[config.mk]
export PLATFORM = sky130hd
export DESIGN_NAME = mapt_area_unit
export DESIGN_NICKNAME = d
export VERILOG_FILES = /design/src/rtl/core/assert_macros.svh /design/src/rtl/core/mapt_pkg.sv /design/src/rtl/core/mapt_area_unit.sv
export SDC_FILE = /design/constraint.sdc
export NUM_CORES = 2
export LEC_CHECK = 0
export BUFFER_PORTS_ARGS = -buffer_cell sky130_fd_sc_hd__buf_2
export CORE_MARGIN = 1
export CORE_UTILIZATION = 50
export CTS_BUF_LIST = sky130_fd_sc_hd__clkbuf_8 sky130_fd_sc_hd__clkbuf_16
export CTS_CLUSTER_DIAMETER = 120
export DETAILED_ROUTE_END_ITERATION = 12
export PLACE_DENSITY = 0.8
export SYNTH_ARGS = -nofsm -noshare
export SYNTH_HDL_FRONTEND = slang
export SYNTH_SLANG_ARGS = --single-unit
export TNS_END_PERCENT = 50
[constraint.sdc]
create_clock -name clk -period 8.7 [get_ports clk]
set_input_delay 1.305 -clock clk [delete_from_list [all_inputs] [get_ports clk]]
set_output_delay 1.305 -clock clk [all_outputs]
set_load 0.02 [all_outputs]
[src/rtl/core/assert_macros.svh]
// ----------------------------------------------------------------------------
// Assertion macros
// Concurrent checks with the clock and reset passed in; empty for synthesis.
// ----------------------------------------------------------------------------
`ifndef ASSERT_MACROS_SVH
`define ASSERT_MACROS_SVH
`ifndef SYNTHESIS
`define ASSERT_SAME_CYCLE(lbl, clk, rst, a, b) \
  lbl: assert property (@(posedge clk) disable iff (rst) (a) |-> (b)) \
    else $error("same-cycle check failed");
`define ASSERT_NEXT_CYCLE(lbl, clk, rst, a, b) \
  lbl: assert property (@(posedge clk) disable iff (rst) (a) |=> (b)) \
    else $error("next-cycle check failed");
`else
`define ASSERT_SAME_CYCLE(lbl, clk, rst, a, b)
`define ASSERT_NEXT_CYCLE(lbl, clk, rst, a, b)
`endif
`endif

[src/rtl/core/mapt_pkg.sv]
// ----------------------------------------------------------------------------
// mapt_pkg
// Widths, item types, sequencer states and helpers of the triangulation block.
// ----------------------------------------------------------------------------
package mapt_pkg;

  localparam int MAX_VERTICES_DEF = 32;
  localparam int COORD_W          = 16;
  localparam int AREA_FRAC_BITS   = 4;
  localparam int CORNER_W         = 5;
  localparam int AREA_W           = 48;

  localparam int DIFF_W  = COORD_W + 1;
  localparam int CROSS_W = 2 * DIFF_W;
  localparam int HALF_W  = CROSS_W / 2;
  localparam int MUL_W   = HALF_W + 1;
  localparam int PROD_W  = 2 * MUL_W;
  localparam int SQ_W    = 2 * CROSS_W + 2;
  localparam int RAD_W   = SQ_W + 2 * AREA_FRAC_BITS;
  localparam int ROOT_W  = RAD_W / 2;
  localparam int REM_W   = ROOT_W + 2;
  localparam int SEQ_W   = $clog2(ROOT_W + 1);
  localparam int SH_W    = $clog2(2 * HALF_W + 1);

  typedef struct packed {
    logic signed [COORD_W-1:0] coord_x;
    logic signed [COORD_W-1:0] coord_y;
    logic signed [COORD_W-1:0] coord_z;
    logic                      last_vertex;
  } vtx_item_t;

  typedef struct packed {
    logic [CORNER_W-1:0] corner_a;
    logic [CORNER_W-1:0] corner_b;
    logic [CORNER_W-1:0] corner_c;
    logic [AREA_W-1:0]   total_area;
    logic                last_triangle;
  } tri_item_t;

  typedef struct packed {
    logic signed [COORD_W-1:0] x;
    logic signed [COORD_W-1:0] y;
    logic signed [COORD_W-1:0] z;
  } vertex_t;

  typedef struct packed {
    logic    start;
    vertex_t p;
    vertex_t q;
    vertex_t r;
  } area_req_t;

  typedef struct packed {
    logic              done;
    logic [AREA_W-1:0] area;
  } area_rsp_t;

  typedef enum logic [2:0] {
    AU_IDLE,
    AU_CROSS,
    AU_SQ,
    AU_PREP,
    AU_ROOT,
    AU_DONE
  } au_state_t;

  typedef enum logic [3:0] {
    E_LOAD,
    E_RDV0,
    E_RDV1,
    E_RDV2,
    E_RDV3,
    E_AREA,
    E_ADD2,
    E_WRITE,
    E_SPL,
    E_SPLW,
    E_PUSHR,
    E_PUSHL,
    E_POP,
    E_POPW
  } eng_state_t;

  function automatic logic [AREA_W-1:0] sat_add(input logic [AREA_W-1:0] a,
                                                input logic [AREA_W-1:0] b);
    logic [AREA_W:0] s;
    s = {1'b0, a} + {1'b0, b};
    return s[AREA_W] ? {AREA_W{1'b1}} : s[AREA_W-1:0];
  endfunction

endpackage

[src/rtl/core/mapt_area_unit.sv]
// ----------------------------------------------------------------------------
// mapt_area_unit
// Triangle area from a shared 18x18 multiplier: cross product, squared norm in
// half-word partial products, then a one-bit-per-cycle square root.
// ----------------------------------------------------------------------------
module mapt_area_unit (
  input  logic                 clk,
  input  logic                 rst,
  input  mapt_pkg::area_req_t  req,
  output mapt_pkg::area_rsp_t  rsp
);
  import mapt_pkg::*;

  localparam int CROSS_STEPS = 6;
  localparam int SQ_STEPS    = 9;

  au_state_t state, state_next;

  logic [SEQ_W-1:0]         cnt;
  logic signed [DIFF_W-1:0] ax, ay, az, bx, by, bz;
  logic signed [MUL_W-1:0]  mul_a, mul_b;
  logic signed [PROD_W-1:0] prod, prod_q, first_q;
  logic signed [PROD_W:0]   cdiff;
  logic [CROSS_W-1:0]       cr [3];
  logic [CROSS_W-1:0]       csel;
  logic [1:0]               comp, term;
  logic [SH_W-1:0]          sh, sh_q;
  logic [SQ_W-1:0]          acc;
  logic [RAD_W-1:0]         rad;
  logic [REM_W-1:0]         rem, rem_sh, trial;
  logic [ROOT_W-1:0]        root;
  logic [2:0]               pidx;

  always_comb begin
    mul_a = '0;
    mul_b = '0;
    sh    = '0;
    case (comp)
      2'd0:    csel = cr[0];
      2'd1:    csel = cr[1];
      2'd2:    csel = cr[2];
      default: csel = '0;
    endcase
    state_next = state;
    case (state)
      AU_IDLE: begin
        if (req.start) state_next = AU_CROSS;
      end
      AU_CROSS: begin
        case (cnt)
          SEQ_W'(0): begin mul_a = MUL_W'(ay); mul_b = MUL_W'(bz); end
          SEQ_W'(1): begin mul_a = MUL_W'(az); mul_b = MUL_W'(by); end
          SEQ_W'(2): begin mul_a = MUL_W'(az); mul_b = MUL_W'(bx); end
          SEQ_W'(3): begin mul_a = MUL_W'(ax); mul_b = MUL_W'(bz); end
          SEQ_W'(4): begin mul_a = MUL_W'(ax); mul_b = MUL_W'(by); end
          SEQ_W'(5): begin mul_a = MUL_W'(ay); mul_b = MUL_W'(bx); end
          default: begin mul_a = '0; mul_b = '0; end
        endcase
        if (cnt == SEQ_W'(CROSS_STEPS)) state_next = AU_SQ;
      end
      AU_SQ: begin
        case (term)
          2'd0: begin
            mul_a = $signed({1'b0, csel[HALF_W-1:0]});
            mul_b = $signed({1'b0, csel[HALF_W-1:0]});
            sh    = '0;
          end
          2'd1: begin
            mul_a = $signed({1'b0, csel[CROSS_W-1:HALF_W]});
            mul_b = $signed({1'b0, csel[HALF_W-1:0]});
            sh    = SH_W'(HALF_W + 1);
          end
          2'd2: begin
            mul_a = $signed({1'b0, csel[CROSS_W-1:HALF_W]});
            mul_b = $signed({1'b0, csel[CROSS_W-1:HALF_W]});
            sh    = SH_W'(2 * HALF_W);
          end
          default: begin mul_a = '0; mul_b = '0; sh = '0; end
        endcase
        if (cnt == SEQ_W'(SQ_STEPS)) state_next = AU_PREP;
      end
      AU_PREP: state_next = AU_ROOT;
      AU_ROOT: begin
        if (cnt == SEQ_W'(ROOT_W - 1)) state_next = AU_DONE;
      end
      AU_DONE: state_next = AU_IDLE;
      default: state_next = AU_IDLE;
    endcase
  end

  assign prod   = mul_a * mul_b;
  assign cdiff  = {first_q[PROD_W-1], first_q} - {prod_q[PROD_W-1], prod_q};
  assign rem_sh = {rem[REM_W-3:0], rad[RAD_W-1 -: 2]};
  assign trial  = {root, 2'b01};
  assign pidx   = cnt[2:0] - 3'd1;

  assign rsp.done = (state == AU_DONE);
  assign rsp.area = AREA_W'(root >> 1);

  always_ff @(posedge clk) begin
    if (rst) begin
      state <= AU_IDLE;
    end else begin
      state <= state_next;
    end
  end

  always_ff @(posedge clk) begin
    prod_q <= prod;
    sh_q   <= sh;
    case (state)
      AU_IDLE: begin
        if (req.start) begin
          ax  <= DIFF_W'(req.q.x) - DIFF_W'(req.p.x);
          ay  <= DIFF_W'(req.q.y) - DIFF_W'(req.p.y);
          az  <= DIFF_W'(req.q.z) - DIFF_W'(req.p.z);
          bx  <= DIFF_W'(req.r.x) - DIFF_W'(req.p.x);
          by  <= DIFF_W'(req.r.y) - DIFF_W'(req.p.y);
          bz  <= DIFF_W'(req.r.z) - DIFF_W'(req.p.z);
          cnt <= '0;
        end
      end
      AU_CROSS: begin
        if (cnt != '0) begin
          if (!pidx[0]) begin
            first_q <= prod_q;
          end else begin
            cr[pidx[2:1]] <= CROSS_W'(cdiff[PROD_W] ? -cdiff : cdiff);
          end
        end
        if (cnt == SEQ_W'(CROSS_STEPS)) begin
          cnt  <= '0;
          comp <= '0;
          term <= '0;
          acc  <= '0;
        end else begin
          cnt <= cnt + SEQ_W'(1);
        end
      end
      AU_SQ: begin
        cnt <= cnt + SEQ_W'(1);
        if (cnt != '0) acc <= acc + (SQ_W'($unsigned(prod_q)) << sh_q);
        if (term == 2'd2) begin
          term <= '0;
          comp <= comp + 2'd1;
        end else begin
          term <= term + 2'd1;
        end
      end
      AU_PREP: begin
        rad  <= RAD_W'(acc) << (2 * AREA_FRAC_BITS);
        rem  <= '0;
        root <= '0;
        cnt  <= '0;
      end
      AU_ROOT: begin
        cnt <= cnt + SEQ_W'(1);
        rad <= rad << 2;
        if (rem_sh >= trial) begin
          rem  <= rem_sh - trial;
          root <= {root[ROOT_W-2:0], 1'b1};
        end else begin
          rem  <= rem_sh;
          root <= {root[ROOT_W-2:0], 1'b0};
        end
      end
      default: ;
    endcase
  end

endmodule

==> impl_metrics.env <==
export IMPL_status="finished, final reports clean"
export IMPL_clk_path_buf_depth=3
export IMPL_postLayoutSetupSlackWorst_ns=0.345
export IMPL_synth_xor_area_share=0.0465
export IMPL_place_hpwl_um=96200
export IMPL_synth_fa_ha_area_frac=0.246
export IMPL_row_count=109
export IMPL_finalCriticalPeriod_ns=8.36
export IMPL_yosysWarnings=0
export IMPL_cts_sinks=510
export IMPL_final_cell_mix="687 x inv_1, 574 x nor2_1, 544 x nand2_1"
export IMPL_synthSimpleGateAreaFrac=0.147
export IMPL_synth_edf_count=468
export IMPL_required_ns=9.20
export IMPL_hold_path_end="rad[14]"
export IMPL_clockRootBuffer="clkbuf_16"
export IMPL_fin_util=0.554
export IMPL_grt_pass1_wl_um=191000
export IMPL_dp_slack_ns=0.0582
export IMPL_synth_area_mux_share=0.0143
export IMPL_ff2ff_setup_slack_ns=0.34
export IMPL_drv_cap=0
export IMPL_reg2reg_from="cnt[0]"
export IMPL_drt_iter0_drc=3646
export IMPL_synth_seq_area_share=0.329
export IMPL_fin_nets=5803
export IMPL_vdd_drop_max_mv=0.192
export IMPL_cts_buffers=55
export IMPL_htree_levels=2
export IMPL_finalMaxSlewViolations=0
export IMPL_cp_max_fo=17
export IMPL_p_leak_nw=21.4
export IMPL_synth_seq_cells=510
export IMPL_gr_total_overflow=0
export IMPL_whs_path_depth=2
export IMPL_grt_pass1_vias=34700
export IMPL_fp_dieArea_um2=91700
export IMPL_critPathMostFrequentCell="fa_1"
export IMPL_worst_pin_slew_ns=1.12
export IMPL_initial_core_util=0.508
export IMPL_p_total_mw=6.98
export IMPL_syn_to_final_growth_pct=8.99
export IMPL_r2r_end="prod_q[35]"
export IMPL_syn_inst=4842
export IMPL_end_kind="register"
export IMPL_mappedNetlistArea_um2=45300
export IMPL_crit_type="reg2reg"
export IMPL_drcViolationCount=0
export IMPL_fp_coreArea_um2=89100
export IMPL_io_pins=196
export IMPL_skew_ns=0.0945
export IMPL_synth_top_family_by_area="adder cells"
export IMPL_r2r_cells=31
export IMPL_synth_area_top_cells="edfxtp_1 31%, fa_1 15%, ha_1 9.6%"
export IMPL_track_usage=0.267
export IMPL_layout_drive_gt1_share=0.0878
export IMPL_timing_final_crit_share=0.960
export IMPL_yosys_area_top_type="edfxtp_1"
export IMPL_antenna_found_initial=1
export IMPL_hold_violations=0
export IMPL_timing_slew_headroom=0.256
export IMPL_gp_congestion=0.987
export IMPL_setup_viol=0
export IMPL_final_common_cell="inv_1"
export IMPL_synth_compound_area_frac=0.139
export IMPL_clock_latency_ns=0.68
export IMPL_synth_distinct_cells=85
export IMPL_die_y_um=303
export IMPL_crit_path_max_incr_delay_ns=0.65
export IMPL_clkSlewWorstSetupHoldPaths_ns=0.06
export IMPL_critPathSlowestCell="a222oi_1"
export IMPL_drtAntennaViolNets=0
export IMPL_via_count=35600
export IMPL_insertedDiodeCount=0
export IMPL_ys_flop_type="edfxtp_1"
export IMPL_start_kind="register"
export IMPL_min_delay_start="rad[12]"
export IMPL_hold_buffers=0
export IMPL_io_buffers=185
export IMPL_critPathArrivalTime_ns=8.86
export IMPL_drtPass1Iterations=8
export IMPL_drt_total_wl_um=122000
export IMPL_synth_area_per_cell_um2=9.35
export IMPL_worstHoldPathType="reg2reg"
export IMPL_wire_per_inst_um=19.8
export IMPL_fillCellCount=7699
export IMPL_async_flop_share=0
export IMPL_grt_max_degree=100
export IMPL_viasPerCell=5.77
export IMPL_max_freq_mhz=120
export IMPL_power_density_nw_per_um2=141
export IMPL_synth_top_area_frac=0.311
export IMPL_cts_tree="done"
export IMPL_die_w_um=303
## cells in the mapped netlist (55+ instances only)
library cell / count
edfxtp_1: 468
nand3_1: 60
mux2i_1: 58
a222oi_1: 67
xor2_1: 65
nor2_1: 576
fa_1: 338
o22ai_1: 55
nand2_1: 547
nor3_1: 65
a21oi_1: 219
a21o_1: 94
xnor2_1: 175
inv_1: 680
clkbuf_1: 136
o21ai_0: 166
ha_1: 349
## worst max-delay path by stage
stage | slack, ns | from | cells after the start | end
floorplan | 0.48 | cnt[3] | 30 | prod_q[34]
CTS | 0.15 | cnt[3] | 30 | prod_q[34]
finish | 0.34 | cnt[0] | 31 | prod_q[35]
global placement | 0.21 | comp[0] | 26 | prod_q[35]
detailed placement | 0.06 | comp[0] | 24 | prod_q[35]
global route | -0.03 | cnt[0] | 34 | prod_q[34]
## final cells by class
class	instances	area, µm²	share of cell area
clock inverter	40	388	0.00786
sequential	510	14900	0.302
inverter	680	2550	0.0518
clock buffer	59	1450	0.0295
timing repair buffer	272	1600	0.0323
tap	1165	1460	0.0296
multi-input combinational	3450	27000	0.547
## sequential cells by signal, summed over array words and instances (netlist names), 17 cells and up
signal and cells:
az 17, prod_q 36, ay 17, by 17, cr 102, bx 17, bz 17, ax 17
acc 70, first_q 36, root 39, rad 70, rem 39
## cells by family after synthesis
family,Yosys count
XOR/XNOR,240
AND/OR/NAND/NOR,1516
AO/OA/AOI/OAI,933
multiplexers,64
adder cells (fa/ha/maj),687
other,1
buffers and inverters,891
flip-flops,510
## worst max-delay path: cells and delay by family, from the launching register on
kind	cells	cell delay, ns
DFF	1	0.45
adders and majority gates	8	3.73
and+or+nand+nor	4	0.50
AOI/OAI and AO/OA	11	2.66
buffers and inverters	7	0.79
xor gates and xnor gates	1	0.09
## what timing repair did
action	in CTS	in global routing
buffers inserted	0	5
setup endpoints to repair	1	8
cloned	0	0
resized for setup	1	21
pin swaps	0	6
## routing by layer
layer  up-vias  GRT usage  routed length, µm  share of wire
met5         -          0                 10       0.000082
met4         2      0.116               5750          0.047
met2      1696      0.434              56300           0.46
met3       277     0.0488              10900          0.089
met1     17000      0.349              49400           0.40
li1      16700          -                  -              -
## report_power, final
| part | internal (mW) | total, mW | switching [mW] | leakage, nW |
|---|---|---|---|---|
| sequential | 2.90 | 3.00 | 0.0995 | 4.56 |
| clock | 1.34 | 2.38 | 1.04 | 0.924 |
| combinational | 0.587 | 1.60 | 1.01 | 15.9 |
## stage by stage
step	hold WS [ns]	std cells	area (µm²)	setup TNS, ns
floorplan	0.430	4851	45300	0
global placement	0.478	6072	47400	0
detailed placement	0.472	6072	47400	0
CTS	0.484	6171	49200	0
global route	0.518	6176	49300	-0.0283
finish	0.487	6176	49300	0
Power figures use the tool's default switching activity.
